### src/rtl/core/tcrg_pkg.sv
// ----------------------------------------------------------------------------
// tcrg_pkg
// Shared types and constants for the tilt change report gate.
// ----------------------------------------------------------------------------
package tcrg_pkg;

    localparam int AXIS_W  = 16;
    localparam int REQ_W   = 3;
    localparam int THR_W   = 50;
    localparam int BURST_W = 3;
    localparam int SKIP_W  = 6;
    localparam int APB_AW  = 5;
    localparam int APB_DW  = 64;

    // cross term, shifted magnitude, multiplier operand, kept product, sum
    localparam int CROSS_W = 33;
    localparam int MAG_W   = 24;
    localparam int OPND_W  = 25;
    localparam int PROD_W  = 48;
    localparam int SUM_W   = 48;

    localparam logic [THR_W-1:0]   THR_RESET       = THR_W'(958287526);
    localparam logic [BURST_W-1:0] BURST_CHG_RESET = BURST_W'(4);
    localparam logic [BURST_W-1:0] BURST_EN_RESET  = BURST_W'(5);
    localparam logic [SKIP_W-1:0]  MAX_SKIP_RESET  = SKIP_W'(50);

    localparam logic [1:0] LAST_AXIS = 2'd2;

    typedef enum logic [REQ_W-1:0] {
        REQ_SAMPLE     = 3'd0,
        REQ_CONNECT    = 3'd1,
        REQ_DISCONNECT = 3'd2,
        REQ_NOTIFY_ON  = 3'd3,
        REQ_NOTIFY_OFF = 3'd4
    } req_t;

    typedef enum logic [1:0] {
        S_IDLE,
        S_CALC,
        S_SUM,
        S_DECIDE
    } state_t;

    typedef enum logic [2:0] {
        SUB_MUL_A,
        SUB_MUL_B,
        SUB_DIFF,
        SUB_ABS,
        SUB_SQ
    } sub_t;

    typedef enum logic [1:0] {
        REG_CHANGE_THRESHOLD   = 2'd0,
        REG_BURST_AFTER_CHANGE = 2'd1,
        REG_BURST_ON_ENABLE    = 2'd2,
        REG_MAX_SKIPPED        = 2'd3
    } reg_idx_t;

endpackage

### src/rtl/core/tcrg_if.sv
// ----------------------------------------------------------------------------
// tcrg_req_if / tcrg_rsp_if
// Valid/ready channels carrying requests into and results out of the gate.
// ----------------------------------------------------------------------------
interface tcrg_req_if;
    import tcrg_pkg::*;

    logic                     valid;
    logic                     ready;
    logic [REQ_W-1:0]         req_type;
    logic signed [AXIS_W-1:0] sample_x;
    logic signed [AXIS_W-1:0] sample_y;
    logic signed [AXIS_W-1:0] sample_z;

    modport source (output valid, req_type, sample_x, sample_y, sample_z, input ready);
    modport sink   (input valid, req_type, sample_x, sample_y, sample_z, output ready);
endinterface

interface tcrg_rsp_if;
    import tcrg_pkg::*;

    logic                     valid;
    logic                     ready;
    logic                     send_report;
    logic                     status;
    logic signed [AXIS_W-1:0] report_x;
    logic signed [AXIS_W-1:0] report_y;
    logic signed [AXIS_W-1:0] report_z;

    modport source (output valid, send_report, status, report_x, report_y, report_z,
                    input ready);
    modport sink   (input valid, send_report, status, report_x, report_y, report_z,
                    output ready);
endinterface

### src/rtl/core/tilt_change_report_gate.sv
// ----------------------------------------------------------------------------
// tilt_change_report_gate
// Decides which accelerometer samples are reported, from the size of the
// cross product between each sample and the last reported vector.
//
//   channel | dir | beat
//   --------+-----+--------------------------------------------------------
//   req     | in  | req_type, sample_x/y/z
//   rsp     | out | send_report, status, report_x/y/z
//   apb     | in  | register writes and reads, 64-bit data, pready tied high
//
// A sample on an open link runs from accept to result through five steps
// of the one shared 25x25 multiplier per cross axis, then a sum and a decide.
// Events, unknown requests and samples on a closed link give their result
// in the cycle after accept. A result waiting on rsp holds the block in
// its decide step or keeps req.ready low. Reset is asynchronous, active low,
// and needs no clearing pass.
// ----------------------------------------------------------------------------
module tilt_change_report_gate (
    input  logic                           clk,
    input  logic                           rst_n,
    tcrg_req_if.sink                       req,
    tcrg_rsp_if.source                     rsp,
    input  logic                           psel,
    input  logic                           penable,
    input  logic                           pwrite,
    input  logic [tcrg_pkg::APB_AW-1:0]    paddr,
    input  logic [tcrg_pkg::APB_DW-1:0]    pwdata,
    output logic [tcrg_pkg::APB_DW-1:0]    prdata,
    output logic                           pready
);
    import tcrg_pkg::*;

    // configuration
    logic [THR_W-1:0]   change_threshold_reg;
    logic [BURST_W-1:0] burst_after_change_reg;
    logic [BURST_W-1:0] burst_on_enable_reg;
    logic [SKIP_W-1:0]  max_skipped_reg;

    // link and gate state
    logic                     connected_reg;
    logic                     notify_on_reg;
    logic [BURST_W-1:0]       burst_left_reg;
    logic [SKIP_W-1:0]        skip_count_reg;
    logic signed [AXIS_W-1:0] last_x_reg, last_y_reg, last_z_reg;

    // sequencer
    state_t     state_reg, state_next;
    sub_t       sub_reg, sub_next;
    logic [1:0] axis_reg, axis_next;

    // datapath
    logic signed [AXIS_W-1:0]  ux_reg, uy_reg, uz_reg;
    logic signed [PROD_W-1:0]  prod_reg;
    logic signed [CROSS_W-1:0] cross_reg;
    logic [MAG_W-1:0]          mag_reg;
    logic [SUM_W-1:0]          sum_reg;

    // result
    logic                     out_valid_reg, out_valid_next;
    logic                     send_reg, status_reg;
    logic signed [AXIS_W-1:0] rep_x_reg, rep_y_reg, rep_z_reg;

    logic                      acc_in, out_take, out_free, cfg_wr;
    logic                      link_ok, load_out, res_send, res_status;
    logic                      big_change, do_report;
    logic [BURST_W-1:0]        burst_eff;
    logic signed [OPND_W-1:0]  mul_a, mul_b;
    logic signed [2*OPND_W-1:0] mul_p;
    logic signed [OPND_W-1:0]  shifted, shifted_neg;
    reg_idx_t                  reg_idx;

    // ------------------------------------------------------------------
    // APB
    // ------------------------------------------------------------------
    assign pready  = 1'b1;
    assign reg_idx = reg_idx_t'(paddr[4:3]);
    assign cfg_wr  = psel && penable && pwrite && pready;

    always_comb
    begin
        unique case (reg_idx)
            REG_CHANGE_THRESHOLD:   prdata = APB_DW'(change_threshold_reg);
            REG_BURST_AFTER_CHANGE: prdata = APB_DW'(burst_after_change_reg);
            REG_BURST_ON_ENABLE:    prdata = APB_DW'(burst_on_enable_reg);
            REG_MAX_SKIPPED:        prdata = APB_DW'(max_skipped_reg);
            default:                prdata = '0;
        endcase
    end

    always_ff @(posedge clk or negedge rst_n)
    begin
        if (!rst_n)
        begin
            change_threshold_reg   <= THR_RESET;
            burst_after_change_reg <= BURST_CHG_RESET;
            burst_on_enable_reg    <= BURST_EN_RESET;
            max_skipped_reg        <= MAX_SKIP_RESET;
        end
        else if (cfg_wr)
        begin
            unique case (reg_idx)
                REG_CHANGE_THRESHOLD:   change_threshold_reg   <= pwdata[THR_W-1:0];
                REG_BURST_AFTER_CHANGE: burst_after_change_reg <= pwdata[BURST_W-1:0];
                REG_BURST_ON_ENABLE:    burst_on_enable_reg    <= pwdata[BURST_W-1:0];
                REG_MAX_SKIPPED:        max_skipped_reg        <= pwdata[SKIP_W-1:0];
                default:                ;
            endcase
        end
    end

    // ------------------------------------------------------------------
    // Handshakes
    // ------------------------------------------------------------------
    assign out_free  = !out_valid_reg || rsp.ready;
    assign req.ready = (state_reg == S_IDLE) && out_free;
    assign acc_in    = req.valid && req.ready;
    assign out_take  = rsp.valid && rsp.ready;
    assign link_ok   = connected_reg && notify_on_reg;

    assign rsp.valid       = out_valid_reg;
    assign rsp.send_report = send_reg;
    assign rsp.status      = status_reg;
    assign rsp.report_x    = rep_x_reg;
    assign rsp.report_y    = rep_y_reg;
    assign rsp.report_z    = rep_z_reg;

    // ------------------------------------------------------------------
    // Shared multiplier: cross products per axis, then the square
    // ------------------------------------------------------------------
    always_comb
    begin
        mul_a = '0;
        mul_b = '0;
        case (sub_reg)
            SUB_MUL_A:
            begin
                case (axis_reg)
                    2'd0:    begin mul_a = OPND_W'(uy_reg); mul_b = OPND_W'(last_z_reg); end
                    2'd1:    begin mul_a = OPND_W'(uz_reg); mul_b = OPND_W'(last_x_reg); end
                    default: begin mul_a = OPND_W'(ux_reg); mul_b = OPND_W'(last_y_reg); end
                endcase
            end
            SUB_MUL_B:
            begin
                case (axis_reg)
                    2'd0:    begin mul_a = OPND_W'(uz_reg); mul_b = OPND_W'(last_y_reg); end
                    2'd1:    begin mul_a = OPND_W'(last_z_reg); mul_b = OPND_W'(ux_reg); end
                    default: begin mul_a = OPND_W'(uy_reg); mul_b = OPND_W'(last_x_reg); end
                endcase
            end
            SUB_SQ:
            begin
                mul_a = $signed({1'b0, mag_reg});
                mul_b = $signed({1'b0, mag_reg});
            end
            default: ;
        endcase
    end

    assign mul_p       = mul_a * mul_b;
    // floor shift by 8, then magnitude
    assign shifted     = cross_reg[CROSS_W-1:8];
    assign shifted_neg = -shifted;

    // ------------------------------------------------------------------
    // Gate decision
    // ------------------------------------------------------------------
    assign big_change = {{(THR_W-SUM_W){1'b0}}, sum_reg} > change_threshold_reg;
    assign burst_eff  = big_change ? burst_after_change_reg : burst_left_reg;
    assign do_report  = big_change || (burst_eff != '0) || (skip_count_reg >= max_skipped_reg);

    // ------------------------------------------------------------------
    // Sequencer
    // ------------------------------------------------------------------
    always_comb
    begin
        state_next = state_reg;
        sub_next   = sub_reg;
        axis_next  = axis_reg;
        load_out   = 1'b0;
        res_send   = 1'b0;
        res_status = 1'b0;
        unique case (state_reg)
            S_IDLE:
            begin
                if (acc_in)
                begin
                    if (req.req_type == REQ_SAMPLE && link_ok)
                    begin
                        state_next = S_CALC;
                        sub_next   = SUB_MUL_A;
                        axis_next  = 2'd0;
                    end
                    else
                    begin
                        load_out   = 1'b1;
                        res_status = (req.req_type == REQ_SAMPLE);
                    end
                end
            end
            S_CALC:
            begin
                unique case (sub_reg)
                    SUB_MUL_A: sub_next = SUB_MUL_B;
                    SUB_MUL_B: sub_next = SUB_DIFF;
                    SUB_DIFF:  sub_next = SUB_ABS;
                    SUB_ABS:   sub_next = SUB_SQ;
                    SUB_SQ:
                    begin
                        sub_next  = SUB_MUL_A;
                        axis_next = axis_reg + 2'd1;
                        if (axis_reg == LAST_AXIS)
                            state_next = S_SUM;
                    end
                    default:   sub_next = SUB_MUL_A;
                endcase
            end
            S_SUM:
            begin
                state_next = S_DECIDE;
            end
            S_DECIDE:
            begin
                if (out_free)
                begin
                    load_out   = 1'b1;
                    res_send   = do_report;
                    state_next = S_IDLE;
                end
            end
            default: state_next = S_IDLE;
        endcase
    end

    always_comb
    begin
        out_valid_next = out_valid_reg;
        if (load_out)
            out_valid_next = 1'b1;
        else if (out_take)
            out_valid_next = 1'b0;
    end

    // control and gate state
    always_ff @(posedge clk or negedge rst_n)
    begin
        if (!rst_n)
        begin
            state_reg      <= S_IDLE;
            sub_reg        <= SUB_MUL_A;
            axis_reg       <= 2'd0;
            out_valid_reg  <= 1'b0;
            connected_reg  <= 1'b0;
            notify_on_reg  <= 1'b0;
            burst_left_reg <= '0;
            skip_count_reg <= '0;
            last_x_reg     <= '0;
            last_y_reg     <= '0;
            last_z_reg     <= '0;
        end
        else
        begin
            state_reg     <= state_next;
            sub_reg       <= sub_next;
            axis_reg      <= axis_next;
            out_valid_reg <= out_valid_next;

            if (state_reg == S_IDLE && acc_in)
            begin
                unique case (req.req_type)
                    REQ_CONNECT:    connected_reg <= 1'b1;
                    REQ_DISCONNECT: connected_reg <= 1'b0;
                    REQ_NOTIFY_ON:
                    begin
                        notify_on_reg  <= 1'b1;
                        burst_left_reg <= burst_on_enable_reg;
                        skip_count_reg <= '0;
                    end
                    REQ_NOTIFY_OFF: notify_on_reg <= 1'b0;
                    default:        ;
                endcase
            end

            if (state_reg == S_DECIDE && out_free)
            begin
                if (do_report)
                begin
                    burst_left_reg <= (burst_eff != '0) ? burst_eff - 1'b1 : '0;
                    skip_count_reg <= '0;
                    last_x_reg     <= ux_reg;
                    last_y_reg     <= uy_reg;
                    last_z_reg     <= uz_reg;
                end
                else
                begin
                    skip_count_reg <= skip_count_reg + 1'b1;
                end
            end
        end
    end

    // datapath and result payload
    always_ff @(posedge clk)
    begin
        if (state_reg == S_IDLE && acc_in)
        begin
            ux_reg   <= req.sample_x;
            uy_reg   <= req.sample_y;
            uz_reg   <= req.sample_z;
            prod_reg <= '0;
            sum_reg  <= '0;
        end

        if (state_reg == S_CALC)
        begin
            case (sub_reg)
                SUB_MUL_A:
                begin
                    // previous axis' square is folded in here
                    sum_reg  <= sum_reg + $unsigned(prod_reg);
                    prod_reg <= mul_p[PROD_W-1:0];
                end
                SUB_MUL_B:
                begin
                    cross_reg <= $signed(prod_reg[CROSS_W-1:0]);
                    prod_reg  <= mul_p[PROD_W-1:0];
                end
                SUB_DIFF:
                    cross_reg <= cross_reg - $signed(prod_reg[CROSS_W-1:0]);
                SUB_ABS:
                    mag_reg <= shifted[OPND_W-1] ? shifted_neg[MAG_W-1:0]
                                                 : shifted[MAG_W-1:0];
                SUB_SQ:
                    prod_reg <= mul_p[PROD_W-1:0];
                default: ;
            endcase
        end

        if (state_reg == S_SUM)
            sum_reg <= sum_reg + $unsigned(prod_reg);

        if (load_out)
        begin
            send_reg   <= res_send;
            status_reg <= res_status;
            rep_x_reg  <= res_send ? ux_reg : '0;
            rep_y_reg  <= res_send ? uy_reg : '0;
            rep_z_reg  <= res_send ? uz_reg : '0;
        end
    end

`ifndef NO_ASSERTIONS
    a_busy_not_ready: assert property (@(posedge clk) disable iff (!rst_n)
        (state_reg != S_IDLE) |-> !req.ready)
        else $error("request taken while a sample is in flight");

    a_send_status_excl: assert property (@(posedge clk) disable iff (!rst_n)
        rsp.valid |-> !(rsp.send_report && rsp.status))
        else $error("report and invalid status together");

    a_skip_zero_fields: assert property (@(posedge clk) disable iff (!rst_n)
        (rsp.valid && !rsp.send_report) |->
        (rsp.report_x == '0 && rsp.report_y == '0 && rsp.report_z == '0))
        else $error("skipped beat carries nonzero axes");

    a_axis_range: assert property (@(posedge clk) disable iff (!rst_n)
        (state_reg == S_CALC) |-> (axis_reg <= LAST_AXIS))
        else $error("axis counter out of range");

    a_last_follows_report: assert property (@(posedge clk) disable iff (!rst_n)
        (state_reg == S_DECIDE && out_free && do_report) |=>
        (last_x_reg == $past(ux_reg) && last_y_reg == $past(uy_reg)
         && skip_count_reg == '0))
        else $error("reported sample not stored as last vector");
`endif

endmodule

### src/flat_wrapper.sv
// flat-port wrapper written by rule: the top's interface ports become plain ports
module tilt_change_report_gate_flat import tcrg_pkg::*;
  (clk, rst_n, psel, penable, pwrite, paddr, pwdata, prdata, pready, req_valid, req_req_type, req_sample_x, req_sample_y, req_sample_z, req_ready, rsp_valid, rsp_send_report, rsp_status, rsp_report_x, rsp_report_y, rsp_report_z, rsp_ready);
  tcrg_req_if req_i ();
  tcrg_rsp_if rsp_i ();
  input  logic clk;
  input  logic rst_n;
  input  logic psel;
  input  logic penable;
  input  logic pwrite;
  input  logic [tcrg_pkg::APB_AW-1:0] paddr;
  input  logic [tcrg_pkg::APB_DW-1:0] pwdata;
  output logic [tcrg_pkg::APB_DW-1:0] prdata;
  output logic pready;
  input wire logic [$bits(req_i.valid)-1:0] req_valid;
  input wire logic [$bits(req_i.req_type)-1:0] req_req_type;
  input wire logic [$bits(req_i.sample_x)-1:0] req_sample_x;
  input wire logic [$bits(req_i.sample_y)-1:0] req_sample_y;
  input wire logic [$bits(req_i.sample_z)-1:0] req_sample_z;
  output wire logic [$bits(req_i.ready)-1:0] req_ready;
  output wire logic [$bits(rsp_i.valid)-1:0] rsp_valid;
  output wire logic [$bits(rsp_i.send_report)-1:0] rsp_send_report;
  output wire logic [$bits(rsp_i.status)-1:0] rsp_status;
  output wire logic [$bits(rsp_i.report_x)-1:0] rsp_report_x;
  output wire logic [$bits(rsp_i.report_y)-1:0] rsp_report_y;
  output wire logic [$bits(rsp_i.report_z)-1:0] rsp_report_z;
  input wire logic [$bits(rsp_i.ready)-1:0] rsp_ready;
  assign req_i.valid = req_valid;
  assign req_i.req_type = req_req_type;
  assign req_i.sample_x = req_sample_x;
  assign req_i.sample_y = req_sample_y;
  assign req_i.sample_z = req_sample_z;
  assign req_ready = req_i.ready;
  assign rsp_valid = rsp_i.valid;
  assign rsp_send_report = rsp_i.send_report;
  assign rsp_status = rsp_i.status;
  assign rsp_report_x = rsp_i.report_x;
  assign rsp_report_y = rsp_i.report_y;
  assign rsp_report_z = rsp_i.report_z;
  assign rsp_i.ready = rsp_ready;
  tilt_change_report_gate u_core (.clk(clk), .rst_n(rst_n), .req(req_i), .rsp(rsp_i), .psel(psel), .penable(penable), .pwrite(pwrite), .paddr(paddr), .pwdata(pwdata), .prdata(prdata), .pready(pready));
endmodule
### config.mk
export PLATFORM = sky130hd
export DESIGN_NAME = tilt_change_report_gate_flat
export DESIGN_NICKNAME = d
export VERILOG_FILES = /design/src/rtl/core/tcrg_pkg.sv /design/src/rtl/core/tcrg_if.sv /design/src/rtl/core/tilt_change_report_gate.sv /design/src/flat_wrapper.sv
export SDC_FILE = /design/constraint.sdc
export NUM_CORES = 2
export LEC_CHECK = 0
export ABC_AREA = 1
export BUFFER_PORTS_ARGS = -buffer_cell sky130_fd_sc_hd__buf_2
export CELL_PAD_IN_SITES_DETAIL_PLACEMENT = 0
export CELL_PAD_IN_SITES_GLOBAL_PLACEMENT = 1
export CORE_MARGIN = 5
export CORE_UTILIZATION = 30
export CTS_BUF_LIST = sky130_fd_sc_hd__clkbuf_8
export CTS_CLUSTER_DIAMETER = 100
export DETAILED_ROUTE_END_ITERATION = 7
export MAX_ROUTING_LAYER = met4
export PLACE_DENSITY = 0.67
export SYNTH_ARGS = -nofsm -noshare
export SYNTH_HDL_FRONTEND = slang
export SYNTH_SLANG_ARGS = --single-unit
### constraint.sdc
create_clock -name clk -period 8.9 [get_ports clk]
set_input_delay 0.445 -clock clk [delete_from_list [all_inputs] [get_ports clk]]
set_output_delay 0.445 -clock clk [all_outputs]
set_load 0.1 [all_outputs]
# ---- Word-level counts from Yosys, hierarchy flattened
# Cells that the tools add are included.
dict set report totals {
  reg_bits 380
  input_bits 127
  out_inout_bits 117
  elab_cells 150
}
dict set report classes {
  add_sub_neg 6
  mul 1
  magnitude_cmp 2
  eq_ne 21
  muxes 50
  bitwise 2
  reduce_logical 41
}
# cell count
set op_table {}
lappend op_table {{48-bit 2-to-1 mux} 7}
lappend op_table {{64-bit one-hot mux with 4 select lines} 1}
lappend op_table {{25-bit one-hot mux with 2 select lines} 4}
lappend op_table {{25-bit one-hot mux with 3 select lines} 2}
lappend op_table {{33-bit one-hot mux with 2 select lines} 1}
lappend op_table {{48-bit by 50-bit greater-than comparator with 1-bit output} 1}
lappend op_table {{48-bit adder} 1}
lappend op_table {{25-bit by 25-bit multiplier with 48-bit output} 1}
lappend op_table {{33-bit subtractor} 1}
lappend op_table {{24-bit 2-to-1 mux} 1}
lappend op_table {{3-bit 2-to-1 mux} 8}
lappend op_table {{6-bit 2-to-1 mux} 4}
lappend op_table {{24-bit negation} 1}
lappend op_table {{2-bit AND reduction} 10}
lappend op_table {{2-bit 2-to-1 mux} 8}
lappend op_table {{2-bit nonzero test} 7}
lappend op_table {{3-bit by 2-bit equality test with 1-bit output (second input constant)} 4}
lappend op_table {{3-bit one-hot mux with 4 select lines} 1}
lappend op_table {{2-bit equality test (second input constant)} 5}
lappend op_table {{1-bit logical AND} 9}
lappend op_table {{2-bit by 1-bit inequality test with 1-bit output (second input constant)} 4}
lappend op_table {{2-bit one-hot mux with 4 select lines} 1}
lappend op_table {{1-bit 2-to-1 mux} 7}
lappend op_table {{6-bit by 1-bit adder with 6-bit output (second input constant)} 1}
lappend op_table {{other kinds (20)} 33}

# ---- Logic depth before layout (Yosys ltp)
dict set report logic_depth {
  word_depth 9
  depth_mapped 41
}

# ---- Least setup slack after synthesis
# No wires, ideal clock.
dict set report synth_timing {
  kind {reg-to-reg}
  startpoint {register u_core.axis_reg[1]}
  endpoint {register u_core.prod_reg[46]}
  setup_ns 0.074
  arrival_ns 7.370
  t_required_ns 8.826
  slack_ns 1.455
  path_stages_with_launch 31
  cell_sequence {dfrtp_1 > inv_1 > ha_1 > buf_4 > nor2_4 > clkbuf_1 > a21oi_1 > o211ai_2 > buf_2 > nand2_1 > fa_1 > inv_1 > fa_1 > fa_1 > inv_1 > fa_1 > inv_1 > fa_1 > inv_1 > fa_1 > inv_1 > fa_1 > ha_1 > inv_1 > nor3_1 > inv_1 > nor4_1 > nand3_1 > nand3_1 > nand2_1 > a31oi_1}
}
dict set report synth_between {
  elab_chain_cells 6
  word_cells_on_any_way 11
}
# item line
set synth_rtl {}
lappend synth_rtl {{start: declaration} tilt_change_report_gate.sv:50} ;# logic [1:0] axis_reg, axis_next;
lappend synth_rtl {{start signal: assignment} tilt_change_report_gate.sv:266} ;# axis_reg <= axis_next;
lappend synth_rtl {{2-bit by 1-bit equality test with 1-bit output / 2-bit logical NOT (equally long branches)} {tilt_change_report_gate.sv:138, tilt_change_report_gate.sv:146}}
lappend synth_rtl {{25-bit one-hot mux with 2 select lines (on tied branches)} {tilt_change_report_gate.sv:146, tilt_change_report_gate.sv:138}}
lappend synth_rtl {{25-bit one-hot mux with 3 select lines} tilt_change_report_gate.sv:135} ;# case (sub_reg)
lappend synth_rtl {{25-bit by 25-bit multiplier with 48-bit output (*)} tilt_change_report_gate.sv:161} ;# assign mul_p = mul_a * mul_b;
lappend synth_rtl {{48-bit 2-to-1 mux (*)} tilt_change_report_gate.sv:317} ;# case (sub_reg)
lappend synth_rtl {{48-bit 2-to-1 mux (*)} tilt_change_report_gate.sv:315} ;# if (state_reg == S_CALC)
lappend synth_rtl {{end signal: assignment} tilt_change_report_gate.sv:322} ;# prod_reg <= mul_p[PROD_W-1:0];
lappend synth_rtl {{end signal: assignment} tilt_change_report_gate.sv:327} ;# prod_reg <= mul_p[PROD_W-1:0];
lappend synth_rtl {{end signal: assignment} tilt_change_report_gate.sv:335} ;# prod_reg <= mul_p[PROD_W-1:0];
lappend synth_rtl {{end: declaration} tilt_change_report_gate.sv:54} ;# logic signed [PROD_W-1:0] prod_reg;
# Mark *: on every way between the ends. The rest lies on a longest branch, timed or not.
# A chain may end at the register's enable or synchronous reset.

# ---- Final worst setup path
dict set report layout_timing {
  startpoint {register u_core.sub_reg[2]}
  endpoint {register u_core.prod_reg[36]}
}
dict set report layout_between {
  elab_chain_cells 5
  word_cells_on_any_way 9
}
# item line
set layout_rtl {}
lappend layout_rtl {{start: declaration} tilt_change_report_gate.sv:49} ;# sub_t sub_reg, sub_next;
lappend layout_rtl {{start signal: assignment} tilt_change_report_gate.sv:265} ;# sub_reg <= sub_next;
lappend layout_rtl {{3-bit equality test, or another cell as far along} {tilt_change_report_gate.sv:135, tilt_change_report_gate.sv:317}}
lappend layout_rtl {{25-bit one-hot mux with 3 select lines} tilt_change_report_gate.sv:135}
lappend layout_rtl {{25-bit by 25-bit multiplier with 48-bit output} tilt_change_report_gate.sv:161}
lappend layout_rtl {{48-bit 2-to-1 mux (*)} tilt_change_report_gate.sv:317}
lappend layout_rtl {{48-bit 2-to-1 mux (*)} tilt_change_report_gate.sv:315}
# Marks and branches as above.

==> results_dict.tcl <==
set metrics [dict create \
    finalCritPeriodShare_pct 95.47 \
    postSynth.asyncResetShare_pct 33.95 \
    critPathRequiredTime_ps 9550 \
    layout_commonest_cell "inv_1" \
    synth_edf_count 155 \
    fin_skew_ps 52.94 \
    clock_latency_ps 730 \
    drt-initial-drc-count 2275 \
    cts_buffer_depth 3 \
    worstMarginPinSlew_ps 1031 \
    grt_pass1_wl_um 228800 \
    syn_area_per_cell_um2 7.937 \
    yosysUniqueCellTypes 57 \
    drive_gt1_share_pct 9.358 \
    hpwl_um 116400 \
    dieHeight_um 403.1 \
    synth_seq_cells 380 \
    status "finished, final reports clean" \
    layout_common_cells "1418 x inv_1, 1292 x nand2_1, 642 x fa_1, 399 x nor2_1, 281 x ha_1" \
    numCtsBuffers 73 \
    period_minus_slack_ps 8497 \
    overflow 0 \
    synth_seq_area_share_pct 21.21 \
    fmax_mhz 117.7 \
    initial_core_util_pct 30.13 \
    coreArea_um2 153900 \
    area_growth_pct 13.70 \
    syn_area_um2 46360 \
    gp_congestion 0.9126 \
    finalHoldViolCount 0 \
    setup_viol 0 \
    io_buffers 211 \
    rows 144 \
    instances_no_fill 8276 \
    synthFlopType "edfxtp_1" \
    ant_nets 0 \
    grt_start_max_net_pins 101 \
    critPathLaunch "u_core.sub_reg[2]$_DFFE_PN0P_" \
    yosysWarnings 0 \
    dp.cells 8037 \
    largest_register_ff_count 50 \
    finalMaxSlewViolations 0 \
    wirelength_um 142800 \
    postSynthCellCount 5841 \
    io-pin-count 244 \
    end_kind "flop" \
    r2r_start "u_core.sub_reg[2]$_DFFE_PN0P_" \
    num-nets-final 7221 \
    drv_cap 0 \
    fin_tns_setup_ps 0 \
    die_x_um 403.1 \
    cpPeakStageDelay_ps 740 \
    hold_path.startpoint "pwdata[2]" \
    vias 38470 \
    startpoint_type "flop" \
    clk_pin_slew_ps 60 \
    die-area_um2 162500 \
    worstSetupPathType "flop to flop" \
    grt_setup_unrepaired "false" \
    cts_tree "yes" \
    cts_setup_buffers 0 \
    crit_buf_inv 9 \
    arrival_ps 9150 \
    cts.sink_count 380 \
    critPathMaxFanout 23 \
    wl_per_cell_um 17.26 \
    slew_headroom_pct 31.10 \
    groute.usage.overall_pct 18.26 \
    drt-vias-per-instance 4.648 \
    drc 0 \
    cts_max_level 3 \
    crit_family "adder cells" \
    grt_pass1_vias 40320 \
    drt-pass1-iter-count 5 \
    slowest_stage "o221ai_2" \
    cts_root_buf "clkbuf_8" \
    antenna_found_initial 2 \
    min_path_type "input port to flop" \
]
==> worst min-delay path: stages <==
cell     delay [ps]
buf_2           100
inv_1           130
o21ai_0         110
==> kinds of logic after synthesis <==
logic type,synth area share (%)
DFF,21.21
AOI/OAI and AO/OA,10.35
xor gates and xnor gates,1.587
and+or+nand+nor,17.99
buffers and inverters,13.51
adders and majority gates,35.33
other,0.01620
==> routing by layer <==
layer  wire length, um  vias up  global-route usage, %
met5                 0        -                      -
met4              2591        0                  3.467
met3              6455      142                  2.226
met2             65550      845                  29.17
met1             68230    18980                  25.23
li1                  -    18500                      -
==> per-stage QoR <==
stage / worst slack (ps) / hold WS (ps) / area, um2 / utilization, %
floorplan: 1455 / 149.4 / 46410 / -
global placement: 438.1 / 336.1 / 50150 / 32.60
detailed placement: 404.4 / 340.9 / 50150 / 32.60
CTS: 342.6 / 11.75 / 52670 / 34.23
global route: 41.21 / 83.32 / 52710 / 34.26
finish: 403.2 / 94.30 / 52710 / 34.26
==> Yosys cell counts (3+ instances only) <==
cell type | instances | area (um2)
o211ai_2 | 10 | 125.1
xor2_1 | 42 | 367.9
a31oi_1 | 30 | 187.7
nor2_1 | 402 | 1509
a21o_1 | 21 | 157.7
dfstp_2 | 22 | 578.1
nand2_4 | 3 | 33.78
xnor2_1 | 42 | 367.9
buf_4 | 19 | 142.6
ha_1 | 282 | 3528
o211ai_1 | 10 | 75.07
o21ai_1 | 5 | 25.02
clkbuf_1 | 75 | 281.5
nand3b_1 | 14 | 105.1
nor2_2 | 3 | 18.77
fa_1 | 642 | 12850
o31ai_1 | 17 | 127.6
dfxtp_1 | 96 | 1922
o221ai_2 | 17 | 255.2
nand4_1 | 25 | 156.4
nor2_4 | 22 | 247.7
dfrtp_1 | 107 | 2678
nor4_1 | 14 | 87.58
nor3_1 | 40 | 200.2
and3_1 | 4 | 25.02
o22ai_1 | 66 | 412.9
o221ai_1 | 4 | 35.03
a21boi_0 | 3 | 22.52
a21oi_1 | 282 | 1411
clkinv_1 | 3 | 11.26
buf_1 | 8 | 30.03
buf_2 | 90 | 450.4
nand2_1 | 1296 | 4865
o21a_1 | 7 | 52.55
nand2b_1 | 3 | 18.77
o21ai_0 | 261 | 1306
inv_2 | 12 | 45.04
nand3_1 | 173 | 865.8
or2_2 | 27 | 168.9
o21bai_1 | 67 | 503.0
edfxtp_1 | 155 | 4654
inv_1 | 1399 | 5251
==> final cells by class <==
cell class | count | area (um2)
inverters | 1414 | 5314
clock inverters | 47 | 286.5
flip-flops and latches | 380 | 9832
multi-input cells | 3865 | 30400
well taps | 2044 | 2557
clock buffers | 88 | 1211
fillers | 16390 | 101200
repair buffers | 436 | 3110
diodes | 2 | 5.005
==> what timing repair did <==
action	CTS	global route
hold buffers	102	0
hold endpoints to repair	142	0
resized for setup	0	12
endpoints found under the setup margin	0	16
==> final timing paths <==
kind / end / slack (ps) / depth (start not counted)
max: u_core.prod_reg[36]$_DFF_P_ / 400 / 30
min: u_core.change_threshold_reg[2]$_DFFE_PN1P_ / 90 / 3
max reg2reg: u_core.prod_reg[36]$_DFF_P_ / 400 / 30
min reg2reg: u_core.change_threshold_reg[4]$_DFFE_PN0P_ / 490 / 2
max in group asynchronous: u_core.last_y_reg[3]$_DFFE_PN0P_ / 6940 / 4
min in group asynchronous: u_core.change_threshold_reg[43]$_DFFE_PN0P_ / 170 / 2
Power is left out: the tool's default activity adds up to more than one toggle a clock period on the data nets, which glitch-free logic cannot reach.
